`src/hdl/f2pcm_pkg.sv`:
```
// Package for the float-to-PCM sample packer: format codes and register index.
// No dependencies.
`timescale 1ns / 1ps
package f2pcm_pkg;
    typedef enum logic [1:0] {
        FMT_PCM16 = 2'd0,
        FMT_PCM24 = 2'd1,
        FMT_FLT32 = 2'd2,
        FMT_RSVD  = 2'd3
    } fmt_t;

    localparam logic [0:0] REG_FORMAT = 1'b0;
endpackage

```
`src/hdl/f2pcm_convert.sv`:
```
// Three-stage pipeline: decode float, shift and round, clamp, negate and select.
// Depends on f2pcm_pkg.
`timescale 1ns / 1ps
module f2pcm_convert (
    input  logic                      aclk,
    input  logic                      aresetn,
    input  logic                      adv,
    input  logic                      in_valid,
    input  logic [31:0]               in_bits,
    input  logic                      in_eob,
    input  f2pcm_pkg::fmt_t           in_fmt,
    output logic                      out_valid,
    output logic [31:0]               out_word,
    output logic [2:0]                out_count,
    output logic                      out_eob
);
    import f2pcm_pkg::*;

    // stage 1: decode
    logic        v1_reg;
    logic [31:0] bits1_reg;
    logic        eob1_reg, sign1_reg, inf1_reg, big1_reg, tiny1_reg;
    fmt_t        fmt1_reg;
    logic [23:0] man1_reg;
    logic        left1_reg;
    logic [4:0]  amt1_reg;

    logic [7:0]  ex;
    logic [23:0] man;
    logic [9:0]  sh;
    logic [4:0]  k;

    always_comb begin
        k   = (in_fmt == FMT_PCM24) ? 5'd23 : 5'd15;
        ex  = in_bits[30:23];
        man = {(ex != 8'd0), in_bits[22:0]};
        sh  = {2'b00, (ex == 8'd0) ? 8'd1 : ex} + {5'd0, k} - 10'd150;
    end

    always_ff @(posedge aclk) begin
        if (!aresetn) begin
            v1_reg <= 1'b0;
        end else if (adv) begin
            v1_reg <= in_valid;
        end
        if (adv) begin
            bits1_reg <= in_bits;
            eob1_reg  <= in_eob;
            fmt1_reg  <= in_fmt;
            sign1_reg <= in_bits[31];
            inf1_reg  <= (ex == 8'hFF);
            man1_reg  <= man;
            left1_reg <= !sh[9];
            big1_reg  <= !sh[9] && (sh > 10'd16);
            tiny1_reg <= sh[9] && ((10'd0 - sh) >= 10'd26);
            amt1_reg  <= sh[9] ? 5'(10'd0 - sh) : 5'(sh);
        end
    end

    // stage 2: shift with rounding
    logic        v2_reg, eob2_reg, sign2_reg, zero2_reg, big2_reg;
    logic [31:0] bits2_reg;
    fmt_t        fmt2_reg;
    logic [40:0] mag2_reg;
    logic [40:0] mag;

    always_comb begin
        if (left1_reg) begin
            mag = {17'd0, man1_reg} << amt1_reg;
        end else begin
            mag = ({17'd0, man1_reg} + (41'd1 << (amt1_reg - 5'd1))) >> amt1_reg;
        end
    end

    always_ff @(posedge aclk) begin
        if (!aresetn) begin
            v2_reg <= 1'b0;
        end else if (adv) begin
            v2_reg <= v1_reg;
        end
        if (adv) begin
            bits2_reg <= bits1_reg;
            eob2_reg  <= eob1_reg;
            fmt2_reg  <= fmt1_reg;
            sign2_reg <= sign1_reg;
            zero2_reg <= inf1_reg || tiny1_reg;
            big2_reg  <= big1_reg;
            mag2_reg  <= mag;
        end
    end

    // stage 3: clamp, negate, select
    logic [40:0] full;
    logic [40:0] cl;
    logic [31:0] pcm;
    logic [31:0] word;
    logic [2:0]  cnt;

    always_comb begin
        full = (fmt2_reg == FMT_PCM24) ? (41'd1 << 23) : (41'd1 << 15);
        if (zero2_reg) begin
            cl = '0;
        end else if (big2_reg || mag2_reg > full) begin
            cl = full;
        end else begin
            cl = mag2_reg;
        end
        if (!sign2_reg && cl > full - 41'd1) begin
            cl = full - 41'd1;
        end
        pcm = sign2_reg ? (32'd0 - cl[31:0]) : cl[31:0];
        unique case (fmt2_reg)
            FMT_PCM16: begin word = pcm; cnt = 3'd2; end
            FMT_PCM24: begin word = pcm; cnt = 3'd3; end
            FMT_FLT32: begin word = bits2_reg; cnt = 3'd4; end
            default:   begin word = bits2_reg; cnt = 3'd4; end
        endcase
    end

    always_ff @(posedge aclk) begin
        if (!aresetn) begin
            out_valid <= 1'b0;
        end else if (adv) begin
            out_valid <= v2_reg;
        end
        if (adv) begin
            out_word  <= word;
            out_count <= cnt;
            out_eob   <= eob2_reg;
        end
    end
endmodule

```
`src/hdl/float_to_pcm_sample_packer.sv`:
```
// Float sample to WAV byte packer: pipelined converter plus byte serializer.
// Sample in on s_axis, one byte per transaction on m_axis, format via APB.
// A sample passes the decode, round and clamp stages, then loads into the
// serializer. m_axis carries one byte per cycle while the receiver is ready;
// a sample gives 2, 3 or 4 bytes (PCM16, PCM24, float32).
// s_axis_tdata[31:0] is the float pattern, s_axis_tlast marks end of block.
// m_axis_tdata is one sample byte, LSB first; m_axis_tlast flags the final
// byte of each sample; m_axis_tuser flags that byte when the sample ended a
// block. The pipeline advances whenever its last stage is empty or being
// handed to the serializer, so a new sample enters while earlier ones still
// convert. When the receiver stalls, the current byte holds and the pipeline
// fills then stops; nothing is dropped or repeated. Reset clears all valid
// bits and sets sample_format to PCM16. Write sample_format only when idle.
`timescale 1ns / 1ps
module float_to_pcm_sample_packer (
    input  logic        aclk,
    input  logic        aresetn,
    input  logic        s_axis_tvalid,
    output logic        s_axis_tready,
    input  logic [31:0] s_axis_tdata,   // sample_bits
    input  logic        s_axis_tlast,   // end_of_block
    output logic        m_axis_tvalid,
    input  logic        m_axis_tready,
    output logic [7:0]  m_axis_tdata,   // data_byte
    output logic        m_axis_tlast,   // last_of_sample
    output logic        m_axis_tuser,   // block_done
    input  logic        psel,
    input  logic        penable,
    input  logic        pwrite,
    input  logic [0:0]  paddr,
    input  logic [31:0] pwdata,
    output logic [31:0] prdata,
    output logic        pready
);
    import f2pcm_pkg::*;

    fmt_t fmt_reg;
    assign pready = 1'b1;
    assign prdata = (paddr == REG_FORMAT) ? {30'd0, fmt_reg} : 32'd0;

    always_ff @(posedge aclk) begin
        if (!aresetn) begin
            fmt_reg <= FMT_PCM16;
        end else if (psel && penable && pwrite && paddr == REG_FORMAT) begin
            fmt_reg <= fmt_t'(pwdata[1:0]);
        end
    end

    logic        c_valid, c_eob;
    logic [31:0] c_word;
    logic [2:0]  c_count;
    logic        adv, load;

    // serializer
    logic        busy_reg;
    logic [31:0] word_reg;
    logic [2:0]  left_reg;
    logic        eob_reg;

    logic ser_free;
    assign ser_free = !busy_reg || (m_axis_tready && left_reg == 3'd1);
    assign load     = c_valid && ser_free;
    assign adv      = !c_valid || ser_free;
    assign s_axis_tready = adv;

    f2pcm_convert u_conv (
        .aclk      (aclk),
        .aresetn   (aresetn),
        .adv       (adv),
        .in_valid  (s_axis_tvalid),
        .in_bits   (s_axis_tdata),
        .in_eob    (s_axis_tlast),
        .in_fmt    (fmt_reg),
        .out_valid (c_valid),
        .out_word  (c_word),
        .out_count (c_count),
        .out_eob   (c_eob)
    );

    always_ff @(posedge aclk) begin
        if (!aresetn) begin
            busy_reg <= 1'b0;
            left_reg <= 3'd0;
        end else if (load) begin
            busy_reg <= 1'b1;
            left_reg <= c_count;
        end else if (busy_reg && m_axis_tready) begin
            left_reg <= left_reg - 3'd1;
            busy_reg <= (left_reg != 3'd1);
        end
        if (load) begin
            word_reg <= c_word;
            eob_reg  <= c_eob;
        end else if (busy_reg && m_axis_tready) begin
            word_reg <= {8'd0, word_reg[31:8]};
        end
    end

    assign m_axis_tvalid = busy_reg;
    assign m_axis_tdata  = word_reg[7:0];
    assign m_axis_tlast  = (left_reg == 3'd1);
    assign m_axis_tuser  = (left_reg == 3'd1) && eob_reg;
endmodule

```
`config.mk`:
```
export PLATFORM = sky130hd
export DESIGN_NAME = float_to_pcm_sample_packer
export DESIGN_NICKNAME = d
export VERILOG_FILES = /design/src/hdl/f2pcm_pkg.sv /design/src/hdl/f2pcm_convert.sv /design/src/hdl/float_to_pcm_sample_packer.sv
export SDC_FILE = /design/constraint.sdc
export NUM_CORES = 1
export LEC_CHECK = 0
export BUFFER_PORTS_ARGS = -buffer_cell sky130_fd_sc_hd__buf_2
export CAP_MARGIN = 40
export CELL_PAD_IN_SITES_DETAIL_PLACEMENT = 0
export CELL_PAD_IN_SITES_GLOBAL_PLACEMENT = 2
export CORE_UTILIZATION = 35
export CTS_CLUSTER_SIZE = 20
export DETAILED_ROUTE_END_ITERATION = 16
export PLACE_DENSITY_LB_ADDON = 0.1
export SKIP_LAST_GASP = 1
export SYNTH_ARGS = -nofsm -noshare
export SYNTH_HDL_FRONTEND = slang
export SYNTH_SLANG_ARGS = --single-unit
```
`constraint.sdc`:
```
create_clock -name aclk -period 4.7 [get_ports aclk]
set_input_delay 0.47 -clock aclk [delete_from_list [all_inputs] [get_ports aclk]]
set_output_delay 0.47 -clock aclk [all_outputs]
set_load 0.05 [all_outputs]
```
==> impl_metrics.yaml, run 1 <==
status:
  outcome: "completed"
pwr:
  p_per_area_nw_per_um2: 421
  power.static_leakage_nw: 6.93
  peakVddDrop_v: 0.000296
setup_path:
  critical_path_peak_fanout: 5
  worst_setup_path_start_kind: "register"
  timing.critical_path.slowest_cell_delay_ps: 520
  path_delay_family: "simple AND/OR/NAND/NOR gates"
  timing.critical_path.slowest_stage_cell: "sky130_fd_sc_hd__or4b_4"
  reg2reg_from: "u_conv.mag2_reg[13]$_DFFE_PP_"
  total_stage_count_of_the_critical_path: 19
  endpoint_kind_of_the_worst_setup_timing_path: "register"
  crit_arrival_ps: 4960
  timing.critical_path.buf_inv: 2
  worstSetupStartpoint: "u_conv.mag2_reg[13]$_DFFE_PP_"
  r2r.worst_path.cells: 19
  timing.critical_path.cells: "nor4_4 > nand4b_4 > o32ai_4 > buf_6 > and2_4 > a211o_4 > inv_2 > ha_1 > nand3_2 > nor3_2 > and3_4 > a311oi_2 > o21bai_4 > a21oi_2 > ha_2 > o21ai_2 > or4b_4 > a32o_1 > o32a_1"
  timing_worst_setup_path_type: "reg2reg"
  worst_ep_required_time_ps: 4980
global_routing:
  globalRoute.totalOverflow: 0
  grt_first_pass_wirelength_mm: 75.4
  global_route.usage.total_pct: 24.3
  grt_start_max_net_pins: 106
  via_count_of_the_first_global_routing_pass: 11827
  grt_antenna_before_repair: 2
timing:
  finalSetupViolCount: 0
  final-max-slew-violation-count: 0
  clock_skew_ps: 14.5
  rsz0062_at_grt: "yes"
  finalHoldViolations: 0
  timing.final.crit_share_pct: 99.5
  setup_ws_ps: 23.9
  post-route-min-period_ps: 4680
  maxSlewHeadroom_pct: 40.7
  clock.fmax_mhz: 214
  slew_at_the_pin_closest_to_its_max_slew_limit_ps: 882
detailed_routing:
  drt-vias-per-instance: 5.57
  detailedRoute.firstIterationViolations: 1024
  routed_wire_length_per_instance_um: 23.1
  drtAntennaViolNets: 0
  route.final.wire_length_mm: 51.0
  first_pass_iters: 5
  routed-via-count: 12310
  drc_violation_count_after_routing: 0
logic_synthesis:
  synthesis.area_um2: 14300
  postSynth.topFlopCell: "sky130_fd_sc_hd__edfxtp_1"
  synth_area_leaders: "sky130_fd_sc_hd__edfxtp_1, sky130_fd_sc_hd__nand2_1, sky130_fd_sc_hd__ha_1, sky130_fd_sc_hd__mux2i_1, sky130_fd_sc_hd__o21ai_0"
  post-synth-top-area-cell: "sky130_fd_sc_hd__edfxtp_1"
  synthesis.area_per_instance_um2: 9.56
  yosys.cell_types.count: 84
  synth_top_area_share_pct: 40.4
  synth-seq-cells: 201
  count_of_flip_flops_with_a_built_in_enable_after_synthesis: 192
  yosys_warnings: 0
  synth_async_sr_flop_share_pct: 0
  synthCells: 1494
  yosysSeqAreaShare_pct: 41.6
die:
  ioPinCount: 118
  die_width_um: 204
  start_util_pct: 35.7
  core_region_area_um2: 40000
  placementRows: 73
  die_area_um2: 41600
  fp.dieH_um: 204
hold_path:
  depth_of_the_worst_hold_timing_path: 1
  hold_class: "in2reg"
  hold_start: "s_axis_tdata[22]"
final_layout:
  drive_above_1_share_pct: 24.9
  postLayoutCoreUtil_pct: 43.0
  final_cells: 2210
  layout.nets: 1789
  fillers: 3980
  antennaDiodeCount: 0
  syn_to_final_growth_pct: 20.4
  flip_flop_count_of_the_largest_register_all_copies_and_words_added: 41
  finish.instance_area_um2: 17200
cts:
  maximum_root_to_sink_buffer_count: 3
  cts-hold-fix-buffers: 0
  cts-root-buf: "sky130_fd_sc_hd__clkbuf_16"
  cts_made_buffers: 24
  cts_num_sinks: 201
  clock_pin_slew_on_the_worst_setup_and_hold_paths_ps: 60
  tritoncts_clock_tree: "yes"
  clk-insertion-delay-late_ps: 530
  cts_htree_levels: 1
placed_design:
  place_congestion: 0.941
  post-place-cells: 2160
  post_detail_place_hpwl_mm: 38.7
  portBuffers: 56
  pre_cts_slack_ps: -258
  dpl-instance-area_um2: 16200
job:
  maxCapViolCount: 0
[kinds of logic after synthesis]
| family | Yosys count | synth area share, % |
|---|---|---|
| flip-flops | 201 | 41.6 |
| adder cells (fa/ha/maj) | 47 | 4.17 |
| buffers and inverters | 167 | 5.49 |
| AO/OA/AOI/OAI | 394 | 18.6 |
| other | 2 | 0.0526 |
| XOR/XNOR | 33 | 2.02 |
| AND/OR/NAND/NOR | 532 | 17.8 |
| multiplexers | 118 | 10.2 |
[synth_stat cells (6+ instances only)]
cell / count
sky130_fd_sc_hd__a31o_2: 6
sky130_fd_sc_hd__buf_1: 9
sky130_fd_sc_hd__and2_1: 30
sky130_fd_sc_hd__a221oi_1: 10
sky130_fd_sc_hd__nor2b_1: 20
sky130_fd_sc_hd__o221ai_1: 11
sky130_fd_sc_hd__nand2b_1: 12
sky130_fd_sc_hd__dfxtp_1: 9
sky130_fd_sc_hd__nor3_1: 40
sky130_fd_sc_hd__nand4_1: 13
sky130_fd_sc_hd__a211oi_1: 17
sky130_fd_sc_hd__xor2_1: 12
sky130_fd_sc_hd__o21a_1: 14
sky130_fd_sc_hd__mux4_2: 18
sky130_fd_sc_hd__and3_1: 20
sky130_fd_sc_hd__nor2_1: 114
sky130_fd_sc_hd__a21o_1: 11
sky130_fd_sc_hd__o211ai_1: 14
sky130_fd_sc_hd__nor4_1: 18
sky130_fd_sc_hd__or3_1: 11
sky130_fd_sc_hd__mux2i_1: 56
sky130_fd_sc_hd__nand3_1: 34
sky130_fd_sc_hd__a21oi_1: 86
sky130_fd_sc_hd__o21ai_0: 99
sky130_fd_sc_hd__o31ai_1: 6
sky130_fd_sc_hd__a31oi_1: 13
sky130_fd_sc_hd__edfxtp_1: 192
sky130_fd_sc_hd__a2111oi_0: 6
sky130_fd_sc_hd__clkbuf_1: 84
sky130_fd_sc_hd__ha_1: 46
sky130_fd_sc_hd__a21boi_0: 7
sky130_fd_sc_hd__o22ai_1: 18
sky130_fd_sc_hd__nand2_1: 192
sky130_fd_sc_hd__xnor2_1: 21
sky130_fd_sc_hd__inv_1: 27
sky130_fd_sc_hd__buf_4: 39
sky130_fd_sc_hd__a311oi_1: 7
sky130_fd_sc_hd__mux2_2: 44
sky130_fd_sc_hd__o31a_1: 6
[final timing paths]
path | endpoint | slack (ps)
hold / removal | u_conv.bits1_reg[22]$_DFFE_PP_ | 110
setup reg to reg | u_conv.out_word[20]$_DFFE_PP_ | 20
setup / recovery | u_conv.out_word[20]$_DFFE_PP_ | 20
hold reg to reg | u_conv.bits2_reg[31]$_DFFE_PP_ | 420
[per-layer routing]
metal	vias to the layer above	part of all wire [%]	GRT usage, %
met2	351	46	38.8
met4	0	2.3	5.54
met5	-	0	0
met3	56	6.2	4.21
met1	5967	46	34.2
li1	5936	-	-
[through the flow]
step,TNS [ps],hold WS [ps],power [mW]
2_1_floorplan,0,400,4.18
3_3_place_gp,-1550,402,5.36
3_5_place_dp,-1690,406,5.36
4_1_cts,-176,84.5,7.16
5_1_grt,-973,91.9,7.61
6_report,0,112,7.25
[repair_timing]
action	in CTS	in global routing
setup endpoints to repair	15	32
pin swaps	4	14
setup buffers	2	6
resized for setup	12	37
[cells in the final DEF (no fill, tap or decap), types with 15 or more instances in the layout]
cell type and n:
sky130_fd_sc_hd__nand3_1 32, sky130_fd_sc_hd__ha_1 43, sky130_fd_sc_hd__buf_4 197, sky130_fd_sc_hd__buf_2 56, sky130_fd_sc_hd__nor2b_1 18, sky130_fd_sc_hd__mux4_2 18, sky130_fd_sc_hd__mux2_2 44, sky130_fd_sc_hd__xnor2_1 20
sky130_fd_sc_hd__mux2i_1 56, sky130_fd_sc_hd__nor2_1 111, sky130_fd_sc_hd__nand2_1 190, sky130_fd_sc_hd__inv_1 25, sky130_fd_sc_hd__and2_1 31, sky130_fd_sc_hd__clkbuf_16 24, sky130_fd_sc_hd__edfxtp_1 192, sky130_fd_sc_hd__o22ai_1 18
sky130_fd_sc_hd__nor4_1 15, sky130_fd_sc_hd__a21oi_1 77, sky130_fd_sc_hd__and3_1 19, sky130_fd_sc_hd__a211oi_1 16, sky130_fd_sc_hd__conb_1 31, sky130_fd_sc_hd__o21ai_0 92, sky130_fd_sc_hd__nor3_1 38
[where the power goes]
part,internal (mW),switching (mW)
combinational,1.23,1.81
clock,1.00,0.734
sequential,2.29,0.179
[area by class of cell]
cell class	instances	area, um2	area share (%)
multi-input combinational	1155	7940	46.2
timing repair buffer	256	1810	10.5
sequential	201	5950	34.6
clock inverter	11	104	0.604
tap	525	657	3.82
inverter	31	118	0.684
clock buffer	31	627	3.64
No activity file was read; power rests on OpenSTA's default activity.
==> run 2, diff against run 1 <==
REMOVE_ABC_BUFFERS = 1   (was unset)
==> run 2 against run 1 <==
Against the previous run:
- via count increased by 3.5%
- global-route usage fell by 0.079 points
- design area up 5.2%
- combinational power is 6% higher
- maximum frequency up 1.4%
- register-to-register slack better by 60 ps
- worst hold slack lost 16 ps
- largest cell class unchanged
==> impl_metrics.yaml, run 2 (synthesis gave the netlist of run 1 again) <==
pwr:
  peakVddDrop_v: 0.000263
  power.static_leakage_nw: 7.42
  p_per_area_nw_per_um2: 425
hold_path:
  hold_class: "in2reg"
  hold_start: "s_axis_tdata[1]"
  depth_of_the_worst_hold_timing_path: 1
  hold-path-endpoint: "u_conv.bits1_reg[1]$_DFFE_PP_"
global_routing:
  grt_start_max_net_pins: 61
  via_count_of_the_first_global_routing_pass: 12118
  global_route.usage.total_pct: 24.3
  grt_first_pass_wirelength_mm: 75.3
  globalRoute.totalOverflow: 0
  grt_antenna_before_repair: 3
timing:
  finalSetupViolCount: 0
  slew_at_the_pin_closest_to_its_max_slew_limit_ps: 857
  maxSlewHeadroom_pct: 42.4
  final-max-slew-violation-count: 0
  finalHoldViolations: 0
  totalNegativeSetupSlack_ps: 0
  clock.fmax_mhz: 217
  post-route-min-period_ps: 4610
  timing.final.crit_share_pct: 98.2
  rsz0062_at_grt: "yes"
  clock_skew_ps: 17.8
die:
  core_region_area_um2: 40000
  die_width_um: 204
  placementRows: 73
  fp.dieH_um: 204
  die_area_um2: 41600
  start_util_pct: 35.7
  ioPinCount: 118
final_layout:
  syn_to_final_growth_pct: 26.7
  final_cells: 2297
  fillers: 3853
  sequential_cell_area_um2: 5950
  layout.nets: 1874
  layout_common_cells: "sky130_fd_sc_hd__buf_4, sky130_fd_sc_hd__edfxtp_1, sky130_fd_sc_hd__nand2_1"
  commonest_non_fill_non_tap_cell_in_the_layout: "sky130_fd_sc_hd__buf_4"
  drive_above_1_share_pct: 30.3
  multiInputGateArea_um2: 8090
  antennaDiodeCount: 0
  flip_flop_count_of_the_largest_register_all_copies_and_words_added: 41
setup_path:
  reg2reg_from: "u_conv.amt1_reg[1]$_DFFE_PP_"
  timing_worst_setup_path_type: "reg2reg"
  critical_path_peak_fanout: 5
  endpoint_kind_of_the_worst_setup_timing_path: "register"
  timing.critical_path.buf_inv: 4
  crit_path_top_cell_by_count: "sky130_fd_sc_hd__buf_4"
  worst_setup_path_start_kind: "register"
  r2r.worst_path.cells: 18
  crit_arrival_ps: 5020
  worst_r2r_endpoint: "u_conv.mag2_reg[12]$_DFFE_PP_"
  worst_ep_required_time_ps: 5110
  r2r_slack_ps: 90
  path_delay_family: "compound AO/OA/AOI/OAI gates"
  timing.critical_path.slowest_stage_cell: "sky130_fd_sc_hd__o32a_1"
  timing.critical_path.cells: "or2_2 > clkinv_1 > ha_4 > nand2_1 > buf_4 > nor2_1 > ha_1 > a21o_1 > a31o_2 > nand3b_1 > o211a_1 > a2111oi_0 > buf_4 > mux2_2 > nor2_1 > o32a_1 > a221oi_2 > buf_4"
  timing.critical_path.slowest_cell_delay_ps: 410
placed_design:
  place_congestion: 0.918
  post_detail_place_hpwl_mm: 38.7
  portBuffers: 56
  post-place-cells: 2243
detailed_routing:
  drc_violation_count_after_routing: 0
  detailedRoute.firstIterationViolations: 1033
  routed-via-count: 12736
  drtAntennaViolNets: 0
  first_pass_iters: 5
  drt-vias-per-instance: 5.54
  route.final.wire_length_mm: 51.0
  routed_wire_length_per_instance_um: 22.2
cts:
  cts_num_sinks: 201
  cts_made_buffers: 24
  cts-root-buf: "sky130_fd_sc_hd__clkbuf_16"
  tritoncts_clock_tree: "yes"
  maximum_root_to_sink_buffer_count: 3
  cts_htree_levels: 1
  cts-hold-fix-buffers: 0
  clock_pin_slew_on_the_worst_setup_and_hold_paths_ps: 70
  clk-insertion-delay-late_ps: 540
job:
  maxCapViolCount: 0
status:
  outcome: "completed"
## run 2: per-stage QoR
stage | util, % | hold slack [ps] | area [um2] | worst slack (ps) | power [mW]
final | 45.2 | 95.6 | 18100 | 86.6 | 7.68
after global routing | 45.2 | 87.4 | 18100 | -116 | 8.07
after CTS | 44.4 | 77.5 | 17800 | -3.64 | 7.55
after detailed placement | 41.8 | 406 | 16700 | -362 | 5.45
after global placement | 41.8 | 401 | 16700 | -343 | 5.45
after floorplan | - | 400 | 13700 | -1420 | 4.07
## run 2: layer usage
metal  wire [um]  vias to the layer above  track usage (%)
met3        2500                       84             2.87
met5          13                        -                0
met1       23700                     6185             34.3
met2       23100                      362             38.4
li1            -                     6103                -
met4        1730                        2             7.84
## run 2: how the worst max path moves through the flow
stage	cells past startpoint	slack, ps	from	to
after floorplan	14	-1420	u_conv.amt1_reg[0]$_DFFE_PP_	u_conv.mag2_reg[11]$_DFFE_PP_
after global placement	18	-340	u_conv.amt1_reg[1]$_DFFE_PP_	u_conv.mag2_reg[12]$_DFFE_PP_
after detailed placement	17	-360	u_conv.amt1_reg[1]$_DFFE_PP_	u_conv.mag2_reg[12]$_DFFE_PP_
after CTS	18	-4	u_conv.amt1_reg[1]$_DFFE_PP_	u_conv.mag2_reg[12]$_DFFE_PP_
after global routing	17	-120	u_conv.mag2_reg[8]$_DFFE_PP_	u_conv.out_word[20]$_DFFE_PP_
final	18	90	u_conv.amt1_reg[1]$_DFFE_PP_	u_conv.mag2_reg[12]$_DFFE_PP_
## run 2: where the power goes
| group | total (mW) | switching [mW] | leakage [nW] | internal [mW] |
|---|---|---|---|---|
| Combinational | 3.23 | 1.84 | 4.87 | 1.39 |
| Sequential | 2.47 | 0.179 | 2.13 | 2.29 |
| Clock | 1.99 | 0.768 | 0.410 | 1.22 |
| Total | 7.68 | 2.79 | 7.42 | 4.90 |
## run 2: area by class of cell
type | count | share of cell area [%]
Clock buffer | 26 | 3.36
Clock inverter | 18 | 1.33
Inverter | 31 | 0.643
Multi-Input combinational cell | 1155 | 44.7
Sequential cell | 201 | 32.9
Tap cell | 525 | 3.63
Timing Repair Buffer | 341 | 13.5
## run 2: repair_timing
item / CTS / global route
resized for setup: 29 / 65
setup endpoints to repair: 27 / 30
setup buffers: 5 / 6
pin swaps: 6 / 19
